--- config.mk ---
export PLATFORM = sky130hd
export DESIGN_NAME = gaussian_edge_shrinking_smoother
export DESIGN_NICKNAME = d
export VERILOG_FILES = /design/src/design/gesmo_pkg.sv /design/src/design/gesmo_cell.sv /design/src/design/gesmo_mac.sv /design/src/design/gesmo_div.sv /design/src/design/gaussian_edge_shrinking_smoother.sv
export SDC_FILE = /design/constraint.sdc
export NUM_CORES = 2
export LEC_CHECK = 0
export ABC_AREA = 1
export BUFFER_PORTS_ARGS = -buffer_cell sky130_fd_sc_hd__buf_2
export CAP_MARGIN = 20
export CORE_UTILIZATION = 60
export CTS_BUF_LIST = sky130_fd_sc_hd__clkbuf_4 sky130_fd_sc_hd__clkbuf_8
export DETAILED_ROUTE_END_ITERATION = 16
export MAX_ROUTING_LAYER = met4
export PLACE_DENSITY = 0.86
export SKIP_LAST_GASP = 1
export SLEW_MARGIN = 10
export SYNTH_ARGS = -nofsm -noshare
export SYNTH_HDL_FRONTEND = slang
export SYNTH_HIERARCHICAL = 1
export SYNTH_SLANG_ARGS = --single-unit
--- constraint.sdc ---
create_clock -name clk_i -period 12.3 [get_ports clk_i]
set_input_delay 0 -clock clk_i [delete_from_list [all_inputs] [get_ports clk_i]]
set_output_delay 0 -clock clk_i [all_outputs]
set_load 0.02 [all_outputs]
--- src/design/gesmo_pkg.sv ---
// Shared types and constants for the Gaussian edge-shrinking smoother.
// Holds register indexes, reset weights and the tap control bundle.
// No dependencies; every other design file but gesmo_cell imports this package.
package gesmo_pkg;

  // default values of the top level parameters
  localparam int SAMPLE_BITS_DEF = 16;
  localparam int MAX_RADIUS_DEF  = 6;
  localparam int MAX_LENGTH_DEF  = 4096;

  // fixed field widths
  localparam int POS_W     = 12;
  localparam int CFG_IDX_W = 3;
  localparam int CFG_DAT_W = 16;
  localparam int RADIUS_W  = 3;
  localparam int WEIGHT_W  = 16;

  // configuration register indexes
  localparam logic [CFG_IDX_W-1:0] REG_RADIUS   = 3'd0;
  localparam logic [CFG_IDX_W-1:0] REG_WEIGHT_0 = 3'd1;

  localparam logic [RADIUS_W-1:0] RADIUS_RESET = 3'd5;

  // Gaussian weights after reset, distance zero first, units of 1/32768
  localparam int NUM_RESET_WEIGHTS = 7;
  localparam logic [WEIGHT_W-1:0] WEIGHT_RESET [NUM_RESET_WEIGHTS] = '{
    16'd32768, 16'd28918, 16'd19874, 16'd10640, 16'd4435, 16'd1439, 16'd364
  };

  // one tap of a window sweep, from the sequencer to the MAC
  typedef struct packed {
    logic                vld;
    logic                first;
    logic                last;
    logic                incl;
    logic                center;
    logic [WEIGHT_W-1:0] w;
  } tap_t;

endpackage

--- src/design/gesmo_cell.sv ---
// One cell of the sample ring: holds one sample and takes its neighbor's
// sample whenever the ring advances. Depends on nothing.
module gesmo_cell #(
  parameter int SAMPLE_BITS = 16
) (
  input  logic                          clk_i,
  input  logic                          adv_i,
  input  logic signed [SAMPLE_BITS-1:0] d_i,
  output logic signed [SAMPLE_BITS-1:0] q_o
);

  logic signed [SAMPLE_BITS-1:0] smp_q;
  logic signed [SAMPLE_BITS-1:0] smp_d;

  // take the neighbor on advance, hold otherwise
  always_comb begin
    smp_d = adv_i ? d_i : smp_q;
  end

  always_ff @(posedge clk_i) begin
    smp_q <= smp_d;
  end

  assign q_o = smp_q;

endmodule

--- src/design/gesmo_mac.sv ---
// Multiply-accumulate unit for one window sweep: weighted sample sum,
// weight sum and center sample capture. Depends on gesmo_pkg (tap_t).
module gesmo_mac #(
  parameter int SAMPLE_BITS = 16,
  parameter int WIN_DEPTH   = 13
) (
  input  logic                          clk_i,
  input  logic                          rst_ni,
  input  gesmo_pkg::tap_t               tap_i,
  input  logic signed [SAMPLE_BITS-1:0] sample_i,
  output logic                          done_o,
  output logic signed [SAMPLE_BITS+gesmo_pkg::WEIGHT_W+$clog2(WIN_DEPTH):0] num_o,
  output logic [gesmo_pkg::WEIGHT_W+$clog2(WIN_DEPTH)-1:0] den_o,
  output logic signed [SAMPLE_BITS-1:0] center_o
);
  import gesmo_pkg::*;

  localparam int T_W    = $clog2(WIN_DEPTH);
  localparam int PROD_W = SAMPLE_BITS + WEIGHT_W + 1;
  localparam int ACC_W  = PROD_W + T_W;
  localparam int DEN_W  = WEIGHT_W + T_W;

  logic signed [PROD_W-1:0]      prod_q, prod_d;
  logic [WEIGHT_W-1:0]           w_q;
  logic                          vld_q, first_q, last_q;
  logic signed [SAMPLE_BITS-1:0] center_q, center_d;
  logic signed [ACC_W-1:0]       num_q, num_d;
  logic [DEN_W-1:0]              den_q, den_d;
  logic                          done_q;

  // stage one: product of head sample and tap weight, dropped taps give zero
  always_comb begin
    if (tap_i.incl) begin
      prod_d = $signed(sample_i) * $signed({1'b0, tap_i.w});
    end else begin
      prod_d = '0;
    end
    center_d = (tap_i.vld && tap_i.center) ? sample_i : center_q;
  end

  // stage two: accumulate, restarting on the first tap of a sweep
  always_comb begin
    num_d = num_q;
    den_d = den_q;
    if (vld_q) begin
      if (first_q) begin
        num_d = ACC_W'(prod_q);
        den_d = DEN_W'(w_q);
      end else begin
        num_d = num_q + ACC_W'(prod_q);
        den_d = den_q + DEN_W'(w_q);
      end
    end
  end

  always_ff @(posedge clk_i or negedge rst_ni) begin
    if (!rst_ni) begin
      vld_q  <= 1'b0;
      done_q <= 1'b0;
    end else begin
      vld_q  <= tap_i.vld;
      done_q <= vld_q && last_q;
    end
  end

  always_ff @(posedge clk_i) begin
    prod_q   <= prod_d;
    w_q      <= tap_i.incl ? tap_i.w : '0;
    first_q  <= tap_i.first;
    last_q   <= tap_i.last;
    center_q <= center_d;
    num_q    <= num_d;
    den_q    <= den_d;
  end

  assign done_o   = done_q;
  assign num_o    = num_q;
  assign den_o    = den_q;
  assign center_o = center_q;

endmodule

--- src/design/gesmo_div.sv ---
// Restoring divider with round-half-away-from-zero and saturation: turns
// a weighted sum and a weight sum into one average. Depends on gesmo_pkg.
module gesmo_div #(
  parameter int SAMPLE_BITS = 16,
  parameter int WIN_DEPTH   = 13
) (
  input  logic                          clk_i,
  input  logic                          rst_ni,
  input  logic                          start_i,
  input  logic signed [SAMPLE_BITS+gesmo_pkg::WEIGHT_W+$clog2(WIN_DEPTH):0] num_i,
  input  logic [gesmo_pkg::WEIGHT_W+$clog2(WIN_DEPTH)-1:0] den_i,
  input  logic signed [SAMPLE_BITS-1:0] center_i,
  output logic                          done_o,
  output logic signed [SAMPLE_BITS-1:0] res_o
);
  import gesmo_pkg::*;

  localparam int T_W    = $clog2(WIN_DEPTH);
  localparam int ACC_W  = SAMPLE_BITS + WEIGHT_W + 1 + T_W;
  localparam int DEN_W  = WEIGHT_W + T_W;
  localparam int QB     = SAMPLE_BITS;
  localparam int DIV_W  = (ACC_W + 2 > DEN_W + QB) ? ACC_W + 2 : DEN_W + QB;
  localparam int CNT_W  = $clog2(QB + 1);

  logic                          busy_q, fin_q, done_q, neg_q;
  logic [CNT_W-1:0]              cnt_q;
  logic [DIV_W-1:0]              rem_q, rem_d;
  logic [DIV_W-1:0]              dsh_q;
  logic [QB-1:0]                 quo_q;
  logic signed [SAMPLE_BITS-1:0] res_q, res_d;
  logic [ACC_W-1:0]              mag;
  logic                          ge;

  // magnitude of the sum and one compare-subtract step
  always_comb begin
    mag   = num_i[ACC_W-1] ? ACC_W'(-num_i) : ACC_W'(num_i);
    ge    = rem_q >= dsh_q;
    rem_d = ge ? rem_q - dsh_q : rem_q;
  end

  // sign and saturate the finished quotient
  always_comb begin
    if (quo_q[QB-1]) begin
      res_d = neg_q ? {1'b1, {(SAMPLE_BITS-1){1'b0}}} : {1'b0, {(SAMPLE_BITS-1){1'b1}}};
    end else if (neg_q) begin
      res_d = -$signed(quo_q);
    end else begin
      res_d = $signed(quo_q);
    end
  end

  always_ff @(posedge clk_i or negedge rst_ni) begin
    if (!rst_ni) begin
      busy_q <= 1'b0;
      fin_q  <= 1'b0;
      done_q <= 1'b0;
      cnt_q  <= '0;
    end else begin
      done_q <= 1'b0;
      if (start_i) begin
        if (den_i == '0) begin
          done_q <= 1'b1;
        end else begin
          busy_q <= 1'b1;
          cnt_q  <= CNT_W'(QB);
        end
      end else if (busy_q) begin
        cnt_q <= cnt_q - 1'b1;
        if (cnt_q == CNT_W'(1)) begin
          busy_q <= 1'b0;
          fin_q  <= 1'b1;
        end
      end else if (fin_q) begin
        fin_q  <= 1'b0;
        done_q <= 1'b1;
      end
    end
  end

  // datapath: load 2|num|+den over 2den, then one quotient bit a cycle
  always_ff @(posedge clk_i) begin
    if (start_i) begin
      neg_q <= num_i[ACC_W-1];
      rem_q <= DIV_W'({mag, 1'b0}) + DIV_W'(den_i);
      dsh_q <= DIV_W'({den_i, {QB{1'b0}}});
      quo_q <= '0;
      if (den_i == '0) begin
        res_q <= center_i;
      end
    end else if (busy_q) begin
      rem_q <= rem_d;
      dsh_q <= dsh_q >> 1;
      quo_q <= {quo_q[QB-2:0], ge};
    end else if (fin_q) begin
      res_q <= res_d;
    end
  end

  assign done_o = done_q;
  assign res_o  = res_q;

endmodule

--- src/design/gaussian_edge_shrinking_smoother.sv ---
// Gaussian edge-shrinking smoother. Samples of one vector arrive one beat at
// a time and enter a ring of 2*MAX_RADIUS+1 cells; output i (the weighted
// average of samples i-k..i+k, k shrunk at both vector ends) leaves as soon
// as sample i+k is in, and the pending outputs flush on the last sample.
// For each result the ring rotates once past a single multiply-accumulate
// unit, then a restoring divider produces one quotient bit per cycle. One
// sample is processed at a time; in_ready_o is high only between samples,
// while a finished result may still wait in the output register. The
// configuration port is always ready and must be written only while the
// block is idle.
// Depends on gesmo_pkg, gesmo_cell, gesmo_mac and gesmo_div.
module gaussian_edge_shrinking_smoother #(
  parameter int SAMPLE_BITS = gesmo_pkg::SAMPLE_BITS_DEF,
  parameter int MAX_RADIUS  = gesmo_pkg::MAX_RADIUS_DEF,
  parameter int MAX_LENGTH  = gesmo_pkg::MAX_LENGTH_DEF
) (
  input  logic                                clk_i,
  input  logic                                rst_ni,
  input  logic                                in_valid_i,
  output logic                                in_ready_o,
  input  logic signed [SAMPLE_BITS-1:0]       sample_i,
  input  logic                                is_last_i,
  output logic                                out_valid_o,
  input  logic                                out_ready_i,
  output logic signed [SAMPLE_BITS-1:0]       smoothed_o,
  output logic [gesmo_pkg::POS_W-1:0]         position_o,
  output logic                                last_out_o,
  input  logic                                cfg_valid_i,
  output logic                                cfg_ready_o,
  input  logic [gesmo_pkg::CFG_IDX_W-1:0]     cfg_index_i,
  input  logic [gesmo_pkg::CFG_DAT_W-1:0]     cfg_data_i
);
  import gesmo_pkg::*;

  localparam int WIN_DEPTH = 2 * MAX_RADIUS + 1;
  localparam int RES_LIMIT = MAX_RADIUS + 1;
  localparam int LEN_W     = $clog2(MAX_LENGTH);
  localparam int EMIT_W    = LEN_W + 1;
  localparam int CW        = LEN_W + 3;
  localparam int K_W       = $clog2(MAX_RADIUS + 1);
  localparam int T_W       = $clog2(WIN_DEPTH);
  localparam int CNT_W     = $clog2(RES_LIMIT + 1);
  localparam int ACC_W     = SAMPLE_BITS + WEIGHT_W + 1 + T_W;
  localparam int DEN_W     = WEIGHT_W + T_W;

  // sequencer states
  localparam logic [2:0] S_IDLE = 3'd0;
  localparam logic [2:0] S_PLAN = 3'd1;
  localparam logic [2:0] S_MAC  = 3'd2;
  localparam logic [2:0] S_WAIT = 3'd3;
  localparam logic [2:0] S_DIV  = 3'd4;
  localparam logic [2:0] S_PUT  = 3'd5;

  logic [2:0]          state_q, state_d;
  logic [RADIUS_W-1:0] radius_q;
  logic [WEIGHT_W-1:0] weight_q [MAX_RADIUS+1];

  logic [LEN_W-1:0]    recv_q, j_q;
  logic                last_q;
  logic [EMIT_W-1:0]   emit_q;
  logic [CNT_W-1:0]    cnt_q;
  logic [K_W-1:0]      k_q;
  logic [T_W-1:0]      e_q;
  logic [T_W-1:0]      t_q, age_q;
  logic [POS_W-1:0]    pos_q;
  logic                lastout_q;

  logic                          out_valid_q;
  logic signed [SAMPLE_BITS-1:0] out_smp_q;
  logic [POS_W-1:0]              out_pos_q;
  logic                          out_last_q;

  logic                          accept, last_in, adv, more, put;
  logic [K_W-1:0]                r_eff;
  logic [CW-1:0]                 i_c, j_c, r_c, kmin_c, e_c, kfin_c;
  logic [T_W-1:0]                tap_dist;
  logic [K_W-1:0]                widx;
  tap_t                          tap;
  logic signed [SAMPLE_BITS-1:0] ring_in;
  logic signed [SAMPLE_BITS-1:0] cell_q [WIN_DEPTH];

  logic                          mac_done, div_start, div_done;
  logic signed [ACC_W-1:0]       mac_num;
  logic [DEN_W-1:0]              mac_den;
  logic signed [SAMPLE_BITS-1:0] mac_center, div_res;

  assign accept      = in_valid_i && in_ready_o;
  assign in_ready_o  = (state_q == S_IDLE);
  assign cfg_ready_o = 1'b1;
  assign last_in     = is_last_i || (recv_q == LEN_W'(MAX_LENGTH - 1));

  // configuration registers; a radius beyond the ring acts as the widest
  always_ff @(posedge clk_i or negedge rst_ni) begin
    if (!rst_ni) begin
      radius_q <= RADIUS_RESET;
      for (int d = 0; d <= MAX_RADIUS; d++) begin
        weight_q[d] <= WEIGHT_RESET[d];
      end
    end else if (cfg_valid_i) begin
      if (cfg_index_i == REG_RADIUS) begin
        radius_q <= cfg_data_i[RADIUS_W-1:0];
      end
      for (int d = 0; d <= MAX_RADIUS; d++) begin
        if (cfg_index_i == CFG_IDX_W'(REG_WEIGHT_0 + d)) begin
          weight_q[d] <= cfg_data_i[WEIGHT_W-1:0];
        end
      end
    end
  end

  assign r_eff = (radius_q > RADIUS_W'(MAX_RADIUS)) ? K_W'(MAX_RADIUS) : K_W'(radius_q);

  // decide whether the next pending output can leave, and with which k
  always_comb begin
    i_c    = CW'(emit_q);
    j_c    = CW'(j_q);
    r_c    = CW'(r_eff);
    kmin_c = (i_c < r_c) ? i_c : r_c;
    e_c    = j_c - i_c;
    kfin_c = (last_q && (e_c < kmin_c)) ? e_c : kmin_c;
    more   = (cnt_q < CNT_W'(RES_LIMIT)) && (i_c <= j_c) &&
             (last_q || ((i_c + kmin_c) <= j_c));
  end

  // tap at the ring head: its distance from the output position picks a weight
  always_comb begin
    tap_dist   = (age_q > e_q) ? age_q - e_q : e_q - age_q;
    tap.vld    = (state_q == S_MAC);
    tap.first  = (t_q == '0);
    tap.last   = (t_q == T_W'(WIN_DEPTH - 1));
    tap.incl   = tap.vld && (tap_dist <= T_W'(k_q));
    tap.center = (tap_dist == '0);
    widx       = tap.incl ? tap_dist[K_W-1:0] : '0;
    tap.w      = tap.incl ? weight_q[widx] : '0;
  end

  // ring of cells: a new sample shifts in, a sweep rotates the ring once
  assign adv     = accept || (state_q == S_MAC);
  assign ring_in = (state_q == S_IDLE) ? sample_i : cell_q[WIN_DEPTH-1];

  for (genvar m = 0; m < WIN_DEPTH; m++) begin : g_ring
    if (m == 0) begin : g_head
      gesmo_cell #(.SAMPLE_BITS(SAMPLE_BITS)) u_cell (
        .clk_i (clk_i),
        .adv_i (adv),
        .d_i   (ring_in),
        .q_o   (cell_q[m])
      );
    end else begin : g_body
      gesmo_cell #(.SAMPLE_BITS(SAMPLE_BITS)) u_cell (
        .clk_i (clk_i),
        .adv_i (adv),
        .d_i   (cell_q[m-1]),
        .q_o   (cell_q[m])
      );
    end
  end

  gesmo_mac #(.SAMPLE_BITS(SAMPLE_BITS), .WIN_DEPTH(WIN_DEPTH)) u_mac (
    .clk_i    (clk_i),
    .rst_ni   (rst_ni),
    .tap_i    (tap),
    .sample_i (cell_q[0]),
    .done_o   (mac_done),
    .num_o    (mac_num),
    .den_o    (mac_den),
    .center_o (mac_center)
  );

  assign div_start = (state_q == S_WAIT) && mac_done;

  gesmo_div #(.SAMPLE_BITS(SAMPLE_BITS), .WIN_DEPTH(WIN_DEPTH)) u_div (
    .clk_i    (clk_i),
    .rst_ni   (rst_ni),
    .start_i  (div_start),
    .num_i    (mac_num),
    .den_i    (mac_den),
    .center_i (mac_center),
    .done_o   (div_done),
    .res_o    (div_res)
  );

  assign put = (state_q == S_PUT) && (!out_valid_q || out_ready_i);

  // sequencer next state
  always_comb begin
    state_d = state_q;
    unique case (state_q)
      S_IDLE: if (accept) state_d = S_PLAN;
      S_PLAN: state_d = more ? S_MAC : S_IDLE;
      S_MAC:  if (t_q == T_W'(WIN_DEPTH - 1)) state_d = S_WAIT;
      S_WAIT: if (mac_done) state_d = S_DIV;
      S_DIV:  if (div_done) state_d = S_PUT;
      S_PUT:  if (put) state_d = S_PLAN;
      default: state_d = S_IDLE;
    endcase
  end

  // control registers: counters, sweep position, output valid
  always_ff @(posedge clk_i or negedge rst_ni) begin
    if (!rst_ni) begin
      state_q     <= S_IDLE;
      recv_q      <= '0;
      emit_q      <= '0;
      cnt_q       <= '0;
      last_q      <= 1'b0;
      t_q         <= '0;
      age_q       <= '0;
      out_valid_q <= 1'b0;
    end else begin
      state_q <= state_d;
      if (accept) begin
        last_q <= last_in;
        recv_q <= last_in ? '0 : recv_q + 1'b1;
        cnt_q  <= '0;
      end
      if (state_q == S_PLAN) begin
        t_q   <= '0;
        age_q <= '0;
        if (!more && last_q) begin
          emit_q <= '0;
        end
      end
      if (state_q == S_MAC) begin
        t_q   <= t_q + 1'b1;
        age_q <= (age_q == '0) ? T_W'(WIN_DEPTH - 1) : age_q - 1'b1;
      end
      if (put) begin
        emit_q <= emit_q + 1'b1;
        cnt_q  <= cnt_q + 1'b1;
      end
      if (put) begin
        out_valid_q <= 1'b1;
      end else if (out_ready_i) begin
        out_valid_q <= 1'b0;
      end
    end
  end

  // payload registers: sample index, output plan, output beat
  always_ff @(posedge clk_i) begin
    if (accept) begin
      j_q <= recv_q;
    end
    if ((state_q == S_PLAN) && more) begin
      k_q       <= K_W'(kfin_c);
      e_q       <= T_W'(e_c);
      pos_q     <= POS_W'(emit_q);
      lastout_q <= last_q && (i_c == j_c);
    end
    if (put) begin
      out_smp_q  <= div_res;
      out_pos_q  <= pos_q;
      out_last_q <= lastout_q;
    end
  end

  assign out_valid_o = out_valid_q;
  assign smoothed_o  = out_smp_q;
  assign position_o  = out_pos_q;
  assign last_out_o  = out_last_q;

endmodule

Yosys cells after proc, flatten, opt, wreduce, memory -nomap -nowiden --
Index checks and enable logic that the tools add are counted.
Operators by class: eq/ne operators 25, reductions and logical operators 46, magnitude comparators 10, $add $sub $neg 16, bitwise operators 2, mux-type cells 57, multipliers 1
Operators with widths (number):
- $mux W16 | 12
- $mux W39 | 3
- $mux W37 | 2
- $mux W36 | 2
- $mux W13 | 4
- $bmux W16 S3 | 1
- $add A38 B20 Y39 | 1
- $ge A39 B36 Y1 | 1
- $sub A39 B36 Y39 | 1
- $add A37 B33 Y37 | 1
- $neg A37 Y37 | 1
- $mul A16 B17 Y33 | 1
- $mux W3 | 10
- $reduce_and A2 Y1 | 12
- $add A20 B16 Y20 | 1
- $logic_not A20 Y1 | 1
- $mux W4 | 5
- $eq A3 B3 Y1 const B | 6
- $pmux W3 S6 | 1
- $neg A16 Y16 | 1
- $reduce_bool A2 Y1 | 8
- $lt A15 B13 Y1 | 1
- $mux W5 | 3
- $add A13 B13 Y14 | 1
- 36 further kinds | 77
Word-level totals: register bits after elaboration 667, output and inout bits 32, input bits 41, logic and storage cells 214

Longest topological paths before layout --
word-level depth 13, depth in mapped cells 53, gate-level depth less buffers 48

Hierarchy --
The synthesis kept the hierarchy.
By module, submodules not included:
- gesmo_mac | seq. area each 3263.1 sq um, area an instance 16937.5 sq um, cells each 2318, times used 1
- gaussian_edge_shrinking_smoother | seq. area each 5789.3 sq um, area an instance 11772.5 sq um, cells each 1439, times used 1
- gesmo_div | seq. area each 3123.0 sq um, area an instance 10348.7 sq um, cells each 1525, times used 1
- gesmo_cell | seq. area each 480.5 sq um, area an instance 480.5 sq um, cells each 16, times used 13

Worst setup path before layout --
No wires, ideal clock.
path type register to register, start point register age_q[0], end point register u_mac.prod_q[31], path buffers 5, stages on the path, launching flop included 45, data required time 12.185 ns, setup slack 4.003 ns, arrival time 8.182 ns, setup time 0.115 ns, period minus slack after synthesis 8.297 ns, path through dfrtp_1 inv_1 ha_1 inv_1 fa_1 nand2_1 nand2_1 nand2_1 nand2_1 nand2_1 clkinv_1 clkbuf_1 ha_1 inv_1 o21bai_1 a21oi_4 nand3_2 buf_6 (+9 left out) inv_1 fa_1 inv_1 fa_1 inv_1 fa_1 fa_1 inv_1 fa_1 inv_1 ha_1 nand2_1 nor2_2 nand4_1 o211ai_2 nand2_1 a21oi_1 nor2_1
RTL lines:
- from (decl) | RTL line gaussian_edge_shrinking_smoother.sv:64 | logic [T_W-1:0] t_q, age_q;
- from (signal assigned) | RTL line gaussian_edge_shrinking_smoother.sv:226 | age_q <= (age_q == '0) ? T_W'(WIN_DEPTH - 1) : age_q - 1'b1;
- to (signal assigned) | RTL line gesmo_mac.sv:67 | prod_q <= prod_d;
- to (decl) | RTL line gesmo_mac.sv:23 | logic signed [PROD_W-1:0] prod_q, prod_d;

==> out/metrics.yaml <==
outcome: "completed"
synth.avg_cell_area_um2: 8.25
hpwl_um: 90300
synth_edf_count: 418
areaGrowthSynthToFinish_pct: 9.80
fin_crit_sh_pct: 84.3
crit_buf_inv: 10
seq_area_um2: 18400
vias_per_cell: 5.65
dieArea_um2: 76600
p_leak_nw: 24.5
ys_ff_latch: 667
crit_path_max_incr_delay_ns: 0.59
cp.arrival_ns: 10.99
cts_sinks: 667
worstSetupStartpointType: "register"
cts_tree: "built"
drt_iter0_markers: 3818
gp_congestion: 1.01
avgRoutedWirePerCell_um: 18.1
initial_core_util_pct: 60.8
synth_area_um2: 45300
hp-class: "primary input to register"
crit_top_cell: "nand2_1"
pin_count: 73
crit_fanout: 23
antenna_left: 0
port_buffers: 71
yosysTopAreaCellShare_pct: 27.7
synthCells: 5490
routed_wl_um: 121000
fillers: 5934
finalHoldViolations: 0
slew_viol_final: 0
drc: 0
path_class: "register to register"
grt_usage_pct: 32.6
fp.dieW_um: 277
clockBufferDepth: 3
gr-total-overflow: 0
rsz0062_at_grt: "no"
cellPowerDensity_nw_per_um2: 96.0
tightest_slew_ns: 1.10
num_rows: 100
cap_viol_max_count: 0
cts_hold_buf: 58
cp.required_ns: 12.92
first_global_vias: 36749
yosysSeqAreaShare_pct: 40.7
dr.pass1.iters: 6
core_area_um2: 74600
synth_cell_types: 62
crit_slowest_cell: "nor2_1"
min_period_ns: 10.37
grt_pass1_wl_um: 192000
chipHeight_um: 277
ctsResizeCount: 0
yosys_warnings: 6
cts_buffers: 106
multiInputGateArea_um2: 22800
cts_root_buffer: "clkbuf_8"
setup_tns_ns: 0
grt_max_degree: 144
cts_setup_buffers: 0
synthTopCellsByArea: "edfxtp_1 28%, nand2_1 12%, fa_1 8.9%"
finClkSkew_ns: 0.0827
finalNetCount: 6175
setup_viol: 0
finalNonFillerCells: 6704
grt_antenna_before_repair: 4
path_delay_family: "adder cells"
async_reset_ff_share_pct: 24.9
clk_pin_slew_ns: 0.07
max_freq_mhz: 96.4
synth_top_area_cell: "edfxtp_1"
placed_cells: 6436
critPathCaptureType: "register"
irDropWorstVdd_v: 0.000123
postLayoutCoreUtil_pct: 66.7
relSlewSlack_pct: 26.5
drive_above_1_share_pct: 8.99
num_vias: 37880
synth-main-ff-cell: "edfxtp_1"
htree_levels: 3
clock_latency_ns: 0.77
## registers in the layout (all words and copies together), names as in the netlist, 20 cells and up
| name | count |
|---|---|
| g_ring.g_body.u_cell/q_o | 192 |
| u_div/rem_q | 39 |
| u_div/dsh_q | 36 |
| weight_q | 112 |
| u_mac/prod_q | 33 |
| u_mac/num_o | 37 |
| u_mac/den_o | 20 |
## area by class of cell
cell class,instances,share of cell area (%)
clock inverter,40,0.843
inverter,924,7.00
sequential,667,37.0
multi-input combinational,3750,45.8
clock buffer,159,3.88
antenna,4,0.0201
tap,969,2.44
timing repair buffer,191,2.97
## synthesized netlist by cell type (8+ instances only)
cell type,count
nand2_2,38
nand2_1,1468
a21o_1,13
inv_1,904
o21ai_0,325
inv_2,10
clkbuf_1,122
o21ai_1,23
nor2_2,14
dfrtp_1,123
nand3_2,19
buf_2,24
nand4_1,56
xor2_1,52
xnor2_1,30
a31oi_1,24
edfxtp_1,418
nor2_1,388
o21bai_1,29
dfxtp_1,83
a21oi_1,288
nor3_1,54
nor4_1,15
o22ai_1,47
fa_1,202
ha_1,292
dfstp_2,43
clkinv_1,8
or2_2,28
nand3_1,256
## where the power goes
group / internal [mW] / total [mW] / switching, mW / leakage, nW
clock: 1.13 / 2.07 / 0.939 / 1.24
sequential: 2.45 / 2.50 / 0.0489 / 6.34
combinational: 0.0893 / 0.206 / 0.116 / 16.9
total: 3.67 / 4.78 / 1.10 / 24.5
## cell usage in the layout (no fill, tap or decap), types with 19 or more instances in the layout
cell           instances
inv_1                903
xor2_1                52
nor2_1               385
nand3_1              256
a21oi_1              288
dfxtp_1               82
buf_2                 70
o21bai_1              29
buf_4                 57
nand3_2               19
xnor2_1               30
dfrtp_1              122
clkbuf_4              41
ha_1                 292
o21ai_0              325
o21ai_1               23
nor3_1                53
o22ai_1               47
nand2_1             1468
edfxtp_1             418
nand4_1               56
nand2_2               38
a31oi_1               24
or2_2                 28
clkbuf_8             118
fa_1                 202
dfstp_2               43
dlygate4sd3_1         58
## worst min-delay path, cell delays in order
cell and delay, ns:
dlygate4sd3_1 0.52, buf_2 0.10, nand2_1 0.06, nand2_1 0.05
## per-layer routing
layer | vias up | wire length [um] | GRT usage, % | share of wire [%]
met2 | 1700 | 56300 | 51.5 | 46
met5 | - | 0 | - | 0
met3 | 366 | 9240 | 4.45 | 7.6
met4 | 0 | 5940 | 15.0 | 4.9
li1 | 17998 | - | - | -
met1 | 17816 | 50000 | 41.7 | 41
## through the flow
step	hold WS (ns)	cell area (um^2)	worst slack [ns]	power, mW
3_3_place_gp	0.0942	46700	2.27	2.71
5_1_grt	0.0935	49700	1.36	4.94
2_1_floorplan	-0.296	45300	4.00	2.65
6_report	0.0866	49700	1.93	4.78
3_5_place_dp	0.0913	46700	2.03	2.72
4_1_cts	0.0793	49600	1.97	4.80
## cell families after synthesis
kind of cell	synth area share, %
adders and majority gates	17.0
other	0.00828
DFF	40.7
and+or+nand+nor	22.2
buffers and inverters	9.17
xor gates and xnor gates	1.59
AOI/OAI and AO/OA	9.44
## worst paths after layout
kind,startpoint,end,slack (ns),cells after the start
max in group asynchronous,rst_ni,weight_q[18],10.98,5
setup / recovery,age_q[0],u_mac/prod_q[25],1.93,41
setup reg to reg,age_q[0],u_mac/prod_q[25],1.93,41
hold reg to reg,g_ring[4].g_body.u_cell/q_o[9],g_ring[5].g_body.u_cell/q_o[9],0.39,0
hold / removal,sample_i[3],g_ring[0].g_head.u_cell/q_o[3],0.09,4
min in group asynchronous,rst_ni,weight_q[6],0.38,3
Note: power is estimated with default switching activity, not from simulation.
